===== src/design/assert_macros.svh =====
// Assertion macros shared by the wheel mixer RTL.
// Needs clk and arst_n in the scope of each use.
`ifndef ASSERT_MACROS_SVH
`define ASSERT_MACROS_SVH

// same-cycle implication, off while in reset
`define WMN_ASSERT_NOW(label, ante, cons) \
	label: assert property (@(posedge clk) disable iff (!arst_n) (ante) |-> (cons)) \
		else $error("wheel mixer assertion failed");

// next-cycle implication, off while in reset
`define WMN_ASSERT_NEXT(label, ante, cons) \
	label: assert property (@(posedge clk) disable iff (!arst_n) (ante) |=> (cons)) \
		else $error("wheel mixer assertion failed");

`endif


===== src/design/wmn_pkg.sv =====
// Types and constants of the wheel mixer normalizer.
// No dependencies; used by wheel_mixer_normalizer_unit.
package wmn_pkg;

	localparam int FRAC_BITS  = 14;
	localparam int VEL_W      = 16;
	localparam int WHEEL_W    = 16;
	localparam int COUNT_W    = 3;
	localparam int MODE_W     = 3;
	localparam int NUM_WHEELS = 4;
	localparam int PADDR_W    = 3;
	localparam int PDATA_W    = 32;

	localparam int SUM_W = VEL_W + 2;
	localparam int MAG_W = VEL_W + 1;
	localparam int REM_W = MAG_W + 1;
	localparam int QUO_W = FRAC_BITS + 1;
	localparam int NDIV  = FRAC_BITS + 1;

	localparam int ONE_INT = 1 << FRAC_BITS;

	localparam logic signed [WHEEL_W-1:0] WHEEL_MAX = WHEEL_W'(ONE_INT);
	localparam logic signed [WHEEL_W-1:0] WHEEL_MIN = WHEEL_W'(-ONE_INT);

	localparam logic [PADDR_W-3:0] REG_MIX_MODE = '0;

	typedef enum logic [MODE_W-1:0] {
		MODE_NONE    = 3'd0,
		MODE_MECANUM = 3'd1,
		MODE_PARL4   = 3'd2,
		MODE_PARL2   = 3'd3,
		MODE_SINGLE  = 3'd4
	} mix_mode_t;

	typedef struct packed {
		logic signed [VEL_W-1:0] vel_x;
		logic signed [VEL_W-1:0] vel_y;
		logic signed [VEL_W-1:0] yaw_rate;
	} vec_word_t;

	typedef struct packed {
		logic signed [WHEEL_W-1:0] wheel_a;
		logic signed [WHEEL_W-1:0] wheel_b;
		logic signed [WHEEL_W-1:0] wheel_c;
		logic signed [WHEEL_W-1:0] wheel_d;
		logic [COUNT_W-1:0]        wheel_count;
		logic                      was_scaled;
	} drive_word_t;

endpackage


===== src/design/wheel_mixer_normalizer_unit.sv =====
// Wheel mixer normalizer: mixes a chassis move vector into four wheel drive words.
// Depends on wmn_pkg and assert_macros.svh.
//
// Takes one move word per cycle and gives one drive word per cycle while
// drive_stall is low. Each word passes the mix, magnitude and maximum
// stages, then one restoring-division stage per quotient bit
// (FRAC_BITS + 1 of them, four lanes each), then the output register. Empty
// stages close up while the output is stalled. mix_mode is set over APB at
// byte address 0; codes 5 to 7 act as mode none.
`include "assert_macros.svh"

module wheel_mixer_normalizer_unit (
	input  logic                         clk,
	input  logic                         arst_n,
	input  logic                         psel,
	input  logic                         penable,
	input  logic                         pwrite,
	input  logic [wmn_pkg::PADDR_W-1:0]  paddr,
	input  logic [wmn_pkg::PDATA_W-1:0]  pwdata,
	output logic [wmn_pkg::PDATA_W-1:0]  prdata,
	output logic                         pready,
	input  logic                         vec_valid,
	output logic                         vec_stall,
	input  wmn_pkg::vec_word_t           vec_word,
	output logic                         drive_valid,
	input  logic                         drive_stall,
	output wmn_pkg::drive_word_t         drive_word
);
	import wmn_pkg::*;

	typedef struct packed {
		logic [NUM_WHEELS-1:0]              neg;
		logic [NUM_WHEELS-1:0][MAG_W-1:0]   mag;
		logic [NUM_WHEELS-1:0][REM_W-1:0]   rem;
		logic [NUM_WHEELS-1:0][QUO_W-1:0]   quo;
		logic [MAG_W-1:0]                   dmax;
		logic [COUNT_W-1:0]                 count;
		logic                               scaled;
	} div_t;

	function automatic div_t div_step(input div_t x, input logic first);
		div_t                  y;
		logic [REM_W-1:0]      trial;
		logic [REM_W-1:0]      dv;
		y  = x;
		dv = REM_W'(x.dmax);
		for (int k = 0; k < NUM_WHEELS; k++) begin
			trial = first ? x.rem[k] : (x.rem[k] << 1);
			if (trial >= dv) begin
				y.rem[k] = trial - dv;
				y.quo[k] = {x.quo[k][QUO_W-2:0], 1'b1};
			end else begin
				y.rem[k] = trial;
				y.quo[k] = {x.quo[k][QUO_W-2:0], 1'b0};
			end
		end
		return y;
	endfunction

	// configuration
	logic [MODE_W-1:0] mode_q;
	logic              reg_hit;

	assign pready  = 1'b1;
	assign reg_hit = (paddr[PADDR_W-1:2] == REG_MIX_MODE);
	assign prdata  = reg_hit ? PDATA_W'(mode_q) : '0;

	always_ff @(posedge clk or negedge arst_n) begin
		if (!arst_n) begin
			mode_q <= MODE_NONE;
		end else if (psel && penable && pwrite && pready && reg_hit) begin
			mode_q <= pwdata[MODE_W-1:0];
		end
	end

	// pipeline registers
	logic                                   mix_v_s1;
	logic signed [NUM_WHEELS-1:0][SUM_W-1:0] mix_w_s1;
	logic [COUNT_W-1:0]                     mix_cnt_s1;

	logic                                   mag_v_s2;
	logic [NUM_WHEELS-1:0]                  mag_neg_s2;
	logic [NUM_WHEELS-1:0][MAG_W-1:0]       mag_s2;
	logic [COUNT_W-1:0]                     mag_cnt_s2;

	logic                                   max_v_s3;
	div_t                                   max_s3;

	logic [NDIV-1:0]                        div_v_s4;
	div_t                                   div_s4 [NDIV];
	div_t                                   div_in [NDIV];

	logic                                   drive_v_q;
	drive_word_t                            drive_word_q;

	// stage enables: a stage loads when empty or when its successor loads
	logic                                   en_out;
	logic [NDIV-1:0]                        en_div;
	logic                                   en_s3;
	logic                                   en_s2;
	logic                                   en_s1;

	assign en_out = !drive_v_q || !drive_stall;
	assign en_div[NDIV-1] = !div_v_s4[NDIV-1] || en_out;
	for (genvar j = 0; j < NDIV - 1; j++) begin : g_en
		assign en_div[j] = !div_v_s4[j] || en_div[j+1];
	end
	assign en_s3 = !max_v_s3 || en_div[0];
	assign en_s2 = !mag_v_s2 || en_s3;
	assign en_s1 = !mix_v_s1 || en_s2;

	assign vec_stall   = !en_s1;
	assign drive_valid = drive_v_q;
	assign drive_word  = drive_word_q;

	// stage 1: mix
	logic signed [SUM_W-1:0]                  vx;
	logic signed [SUM_W-1:0]                  vy;
	logic signed [SUM_W-1:0]                  wz;
	logic signed [NUM_WHEELS-1:0][SUM_W-1:0]  mix_w;
	logic [COUNT_W-1:0]                       mix_cnt;

	assign vx = SUM_W'(vec_word.vel_x);
	assign vy = SUM_W'(vec_word.vel_y);
	assign wz = SUM_W'(vec_word.yaw_rate);

	always_comb begin
		mix_w   = '0;
		mix_cnt = '0;
		unique case (mode_q)
			MODE_MECANUM: begin
				mix_w[0] = vx - vy + wz;
				mix_w[1] = vx + vy + wz;
				mix_w[2] = -vx + vy + wz;
				mix_w[3] = -vx - vy + wz;
				mix_cnt  = COUNT_W'(4);
			end
			MODE_PARL4: begin
				mix_w[0] = -vy;
				mix_w[1] = vy;
				mix_w[2] = vy;
				mix_w[3] = -vy;
				mix_cnt  = COUNT_W'(4);
			end
			MODE_PARL2: begin
				mix_w[0] = -vx;
				mix_w[1] = vx;
				mix_cnt  = COUNT_W'(2);
			end
			MODE_SINGLE: begin
				mix_w[0] = vy;
				mix_cnt  = COUNT_W'(1);
			end
			default: begin
				mix_w   = '0;
				mix_cnt = '0;
			end
		endcase
	end

	always_ff @(posedge clk or negedge arst_n) begin
		if (!arst_n) begin
			mix_v_s1 <= 1'b0;
		end else if (en_s1) begin
			mix_v_s1 <= vec_valid;
		end
	end

	always_ff @(posedge clk) begin
		if (en_s1) begin
			mix_w_s1   <= mix_w;
			mix_cnt_s1 <= mix_cnt;
		end
	end

	// stage 2: sign and magnitude
	logic [NUM_WHEELS-1:0]              mag_neg;
	logic [NUM_WHEELS-1:0][MAG_W-1:0]   mag;

	always_comb begin
		for (int k = 0; k < NUM_WHEELS; k++) begin
			mag_neg[k] = mix_w_s1[k][SUM_W-1];
			mag[k]     = mag_neg[k] ? MAG_W'(-mix_w_s1[k]) : MAG_W'(mix_w_s1[k]);
		end
	end

	always_ff @(posedge clk or negedge arst_n) begin
		if (!arst_n) begin
			mag_v_s2 <= 1'b0;
		end else if (en_s2) begin
			mag_v_s2 <= mix_v_s1;
		end
	end

	always_ff @(posedge clk) begin
		if (en_s2) begin
			mag_neg_s2 <= mag_neg;
			mag_s2     <= mag;
			mag_cnt_s2 <= mix_cnt_s1;
		end
	end

	// stage 3: largest magnitude
	logic [MAG_W-1:0] max01;
	logic [MAG_W-1:0] max23;
	logic [MAG_W-1:0] max_all;
	div_t             max_d;

	assign max01   = (mag_s2[1] > mag_s2[0]) ? mag_s2[1] : mag_s2[0];
	assign max23   = (mag_s2[3] > mag_s2[2]) ? mag_s2[3] : mag_s2[2];
	assign max_all = (max23 > max01) ? max23 : max01;

	always_comb begin
		max_d        = '0;
		max_d.neg    = mag_neg_s2;
		max_d.mag    = mag_s2;
		for (int k = 0; k < NUM_WHEELS; k++) begin
			max_d.rem[k] = REM_W'(mag_s2[k]);
		end
		max_d.dmax   = max_all;
		max_d.count  = mag_cnt_s2;
		max_d.scaled = (int'(max_all) > ONE_INT);
	end

	always_ff @(posedge clk or negedge arst_n) begin
		if (!arst_n) begin
			max_v_s3 <= 1'b0;
		end else if (en_s3) begin
			max_v_s3 <= mag_v_s2;
		end
	end

	always_ff @(posedge clk) begin
		if (en_s3) begin
			max_s3 <= max_d;
		end
	end

	// stages 4 on: one quotient bit per stage
	assign div_in[0] = max_s3;
	for (genvar j = 1; j < NDIV; j++) begin : g_div_in
		assign div_in[j] = div_s4[j-1];
	end

	for (genvar j = 0; j < NDIV; j++) begin : g_div
		always_ff @(posedge clk or negedge arst_n) begin
			if (!arst_n) begin
				div_v_s4[j] <= 1'b0;
			end else if (en_div[j]) begin
				div_v_s4[j] <= (j == 0) ? max_v_s3 : div_v_s4[(j == 0) ? 0 : j-1];
			end
		end

		always_ff @(posedge clk) begin
			if (en_div[j]) begin
				div_s4[j] <= div_step(div_in[j], (j == 0));
			end
		end
	end

	// output: pick scaled or plain magnitude, apply sign
	div_t                                  fin;
	logic [NUM_WHEELS-1:0][WHEEL_W-1:0]    fin_val;
	drive_word_t                           fin_word;

	assign fin = div_s4[NDIV-1];

	always_comb begin
		for (int k = 0; k < NUM_WHEELS; k++) begin
			fin_val[k] = fin.scaled ? WHEEL_W'(fin.quo[k]) : WHEEL_W'(fin.mag[k]);
			if (fin.neg[k]) begin
				fin_val[k] = -fin_val[k];
			end
		end
		fin_word.wheel_a     = fin_val[0];
		fin_word.wheel_b     = fin_val[1];
		fin_word.wheel_c     = fin_val[2];
		fin_word.wheel_d     = fin_val[3];
		fin_word.wheel_count = fin.count;
		fin_word.was_scaled  = fin.scaled;
	end

	always_ff @(posedge clk or negedge arst_n) begin
		if (!arst_n) begin
			drive_v_q <= 1'b0;
		end else if (en_out) begin
			drive_v_q <= div_v_s4[NDIV-1];
		end
	end

	always_ff @(posedge clk) begin
		if (en_out) begin
			drive_word_q <= fin_word;
		end
	end

	`WMN_ASSERT_NOW(a_stall_only_when_full, vec_stall, mix_v_s1 && mag_v_s2 && max_v_s3)
	`WMN_ASSERT_NOW(a_wheel_a_range, drive_valid, drive_word.wheel_a <= WHEEL_MAX && drive_word.wheel_a >= WHEEL_MIN)
	`WMN_ASSERT_NOW(a_scaled_has_wheels, drive_valid && drive_word.was_scaled, drive_word.wheel_count != '0)
	`WMN_ASSERT_NOW(a_unused_wheels_zero, drive_valid && drive_word.wheel_count < COUNT_W'(3), drive_word.wheel_c == '0 && drive_word.wheel_d == '0)
	`WMN_ASSERT_NEXT(a_out_held_on_stall, drive_valid && drive_stall, drive_valid)

endmodule


===== config.mk =====
export PLATFORM = sky130hd
export DESIGN_NAME = wheel_mixer_normalizer_unit
export DESIGN_NICKNAME = d
export VERILOG_FILES = /design/src/design/wmn_pkg.sv /design/src/design/wheel_mixer_normalizer_unit.sv
export VERILOG_INCLUDE_DIRS = /design/src /design/src/design
export SDC_FILE = /design/constraint.sdc
export NUM_CORES = 2
export LEC_CHECK = 0
export BUFFER_PORTS_ARGS = -buffer_cell sky130_fd_sc_hd__buf_4
export CAP_MARGIN = 40
export CORE_UTILIZATION = 40
export CTS_BUF_LIST = sky130_fd_sc_hd__clkbuf_8
export DETAILED_ROUTE_END_ITERATION = 8
export PLACE_DENSITY_LB_ADDON = 0.1
export SLEW_MARGIN = 5
export SYNTH_ARGS = -nofsm -noshare
export SYNTH_HDL_FRONTEND = slang
export SYNTH_SLANG_ARGS = --single-unit

===== constraint.sdc =====
create_clock -name clk -period 17.23 [get_ports clk]
set_input_delay 1.723 -clock clk [delete_from_list [all_inputs] [get_ports clk]]
set_output_delay 1.723 -clock clk [all_outputs]
set_load 0.02 [all_outputs]

==> run_results.csv <==
group,metric,value,unit
synthesis,synthArstFlopShare,0.714,%
timing,finalHoldViolCount,0,
clock_network,htreeDepth,6,
timing,fmax,124,MHz
route,drc,2,
clock_network,cts_resized,0,
clock_network,clock_path_buffers,4,
clock_network,insertion_delay,1.19,ns
status,violations,"design-rule violations",
final_layout,final_common_cell,"edfxtp_1",
timing,rsz0062_at_grt,"false",
route,first_iter_violations,7458,
grt,overflow,0,
synthesis,synth_cells,12400,
route,ant_nets,0,
status,run_status,"complete, but fails checks",
route,routed_via_density,5.33,
timing,setup_viol,0,
synthesis,yosysSeqAreaShare,58.7,%
timing,relSlewSlack,32.0,%
timing,slew_violations,0,
timing,timing.hold.ws,0.395,ns
grt,grt_pass1_wl,638000,um
synthesis,ys_warn_count,0,
clock_network,postCtsSetupBuffers,0,
worst_hold_path,hp-class,"flop to flop",
clock_network,cts_tree,"built",
setup_path,slowest_delay,0.72,ns
floorplan,die_w,630,um
floorplan,rows,230,
placed_design,io_buffers,131,
timing,period_share,46.7,%
timing,period_minus_slack,8.05,ns
setup_path,cp_max_fo,65,
route,drt-total-wl,437000,um
clock_network,cts_hold_buf,0,
timing,tightest_slew,1.02,ns
setup_path,cp-start-kind,"primary input",
synthesis,syn_avg_cell_area,12.7,um2
floorplan,start_util,40.2,%
placed_design,place.gp.congestion,0.921,
route,drtPass1Iterations,8,
setup_path,cp_data_required_time,15.51,ns
clock_network,cts_buffers,543,
setup_path,critPathMostFrequentCell,"buf_4",
grt,grt_pass1_vias,97900,
route,num_vias,99600,
route,avgRoutedWirePerCell,23.4,um
setup_path,worstPathCellList,"buf_4 -> and3_1 -> inv_6 -> nor2_1 -> nand2_4 -> nor3_1 -> buf_4 -> nand3_4 -> nor2_1 -> buf_4 -> nand3_4 -> inv_1 -> buf_4",
final_layout,final_cell_mix,"edfxtp_1 (3,061), ha_1 (1,144), inv_1 (918)",
clock_network,clk_pin_slew,0.06,ns
floorplan,ioPinCount,193,
grt,antenna_found_initial,33,
setup_path,cp-end-kind,"primary output",
synthesis,ys.flop_type,"edfxtp_1",
timing,setup_tns,0,ns
flow_run,drv_cap,0,
clock_network,clock_sinks,3083,
setup_path,critPathSlowestCell,"nor2_1",
floorplan,fp.dieH,630,um
clock_network,cts_root_buffer,"clkbuf_8",
floorplan,core_area,392000,um2
synthesis,synth_seq_cells,3083,
final_layout,finalNetCount,14400,
synthesis,synth-edff-count,3061,
final_layout,syn_to_final_growth,11.9,%
synthesis,yosys.cell_types.count,78,
placed_design,place_hpwl,339000,um
grt,grt_max_degree,170,
synthesis,synthesis.area,158000,um2
setup_path,crit_type,"primary input to primary output",
floorplan,die_area,397000,um2
timing,fin_skew,0.0571,ns
setup_path,worstPathArrival,6.32,ns
final_layout,layout-drive-gt1-share,11.3,%
grt,grt_usage,21.4,%
[worst max-delay path: cells and delay by family]
family | cells | cell delay, ns
buffers and inverters | 6 | 1.24
AND/OR/NAND/NOR | 7 | 3.25
[sequential cells by signal, summed over array words and instances, names as in the netlist]
register     flops
mag_neg          4
div_in          93
mix_cnt_s1       3
mag_cnt_s2       3
mag_v_s2         1
max_v_s3         1
drive_valid      1
mode_q           3
mag_s2          68
drive_word      68
mix_w_s1        68
mix_v_s1         1
mag_neg_s2       4
div_v_s4        15
div_s4        2750
[cells by family (layout without fill, tap and decap cells)]
group                    Yosys count  after routing  share of synthesized area [%]
adder cells (fa/ha/maj)         1267           1267                           10.6
flip-flops                      3083           3083                           58.7
other                              2             40                        0.00476
multiplexers                     514            514                           3.58
AND/OR/NAND/NOR                 3083           3083                           9.40
AO/OA/AOI/OAI                   2527           2527                           9.96
buffers and inverters           1015           2000                           2.52
XOR/XNOR                         941            941                           5.23
[Yosys cell counts (all sizes together) (95+ instances only)]
| master | number | share of area, % |
|---|---|---|
| or3 | 111 | 0.44 |
| a21o | 240 | 1.1 |
| a21oi | 652 | 2.1 |
| clkbuf | 162 | 0.39 |
| nor3 | 349 | 1.1 |
| o21ai | 826 | 2.6 |
| xor2 | 392 | 2.2 |
| mux2i | 110 | 0.70 |
| nand3 | 218 | 0.69 |
| ha | 1144 | 9.1 |
| xnor2 | 549 | 3.0 |
| edfxtp | 3061 | 58 |
| nor2b | 148 | 0.59 |
| nand4 | 160 | 0.63 |
| mux2 | 404 | 2.9 |
| inv | 771 | 1.8 |
| nand2 | 852 | 2.0 |
| o31ai | 95 | 0.45 |
| nor2 | 736 | 1.8 |
| fa | 123 | 1.6 |
| nand2b | 161 | 0.64 |
[final cells by class]
cell class	count	area (um2)
Fill cell	35300	216000
Tap cell	5220	6530
Sequential cell	3083	92500
Inverter	772	2930
Multi-Input combinational cell	8362	61700
Antenna cell	10	25.0
Clock inverter	393	2440
Timing Repair Buffer	277	2570
Clock buffer	558	7680
[per-stage QoR]
stage	std cells	utilization, %	area [um2]	worst slack, ns
global placement	17700	42.2	166000	8.63
detailed placement	17700	42.4	166000	9.12
global route	18700	45.0	176000	8.64
floorplan	12500	-	158000	0.838
CTS	18700	45.0	176000	9.07
finish	18700	45.0	176000	9.18
[layer usage]
| metal | share of wire, % | up-vias | GRT usage, % |
|---|---|---|---|
| met4 | 2.9 | 2 | 6.39 |
| met5 | 0.0030 | - | 0 |
| li1 | - | 47700 | - |
| met3 | 4.7 | 635 | 2.87 |
| met1 | 47 | 48600 | 30.4 |
| met2 | 45 | 2579 | 34.2 |
[final timing paths]
| path | endpoint | startpoint | slack (ns) | cells past startpoint |
|---|---|---|---|---|
| worst max-delay path | vec_stall | drive_stall | 9.18 | 13 |
| worst min-delay path | div_s4[1][1075] | div_s4[1][850] | 0.39 | 0 |
| worst max register to register | div_in[3150] | mag_s2[66] | 10.73 | 16 |
| worst min register to register | div_s4[1][1075] | div_s4[1][850] | 0.39 | 0 |
| max in group asynchronous | div_v_s4[10] | arst_n | 16.26 | 1 |
| min in group asynchronous | mode_q[0] | arst_n | 0.47 | 1 |
Power is left out: the tool's default activity adds up to more than one toggle a clock period on the data nets, which glitch-free logic cannot reach.
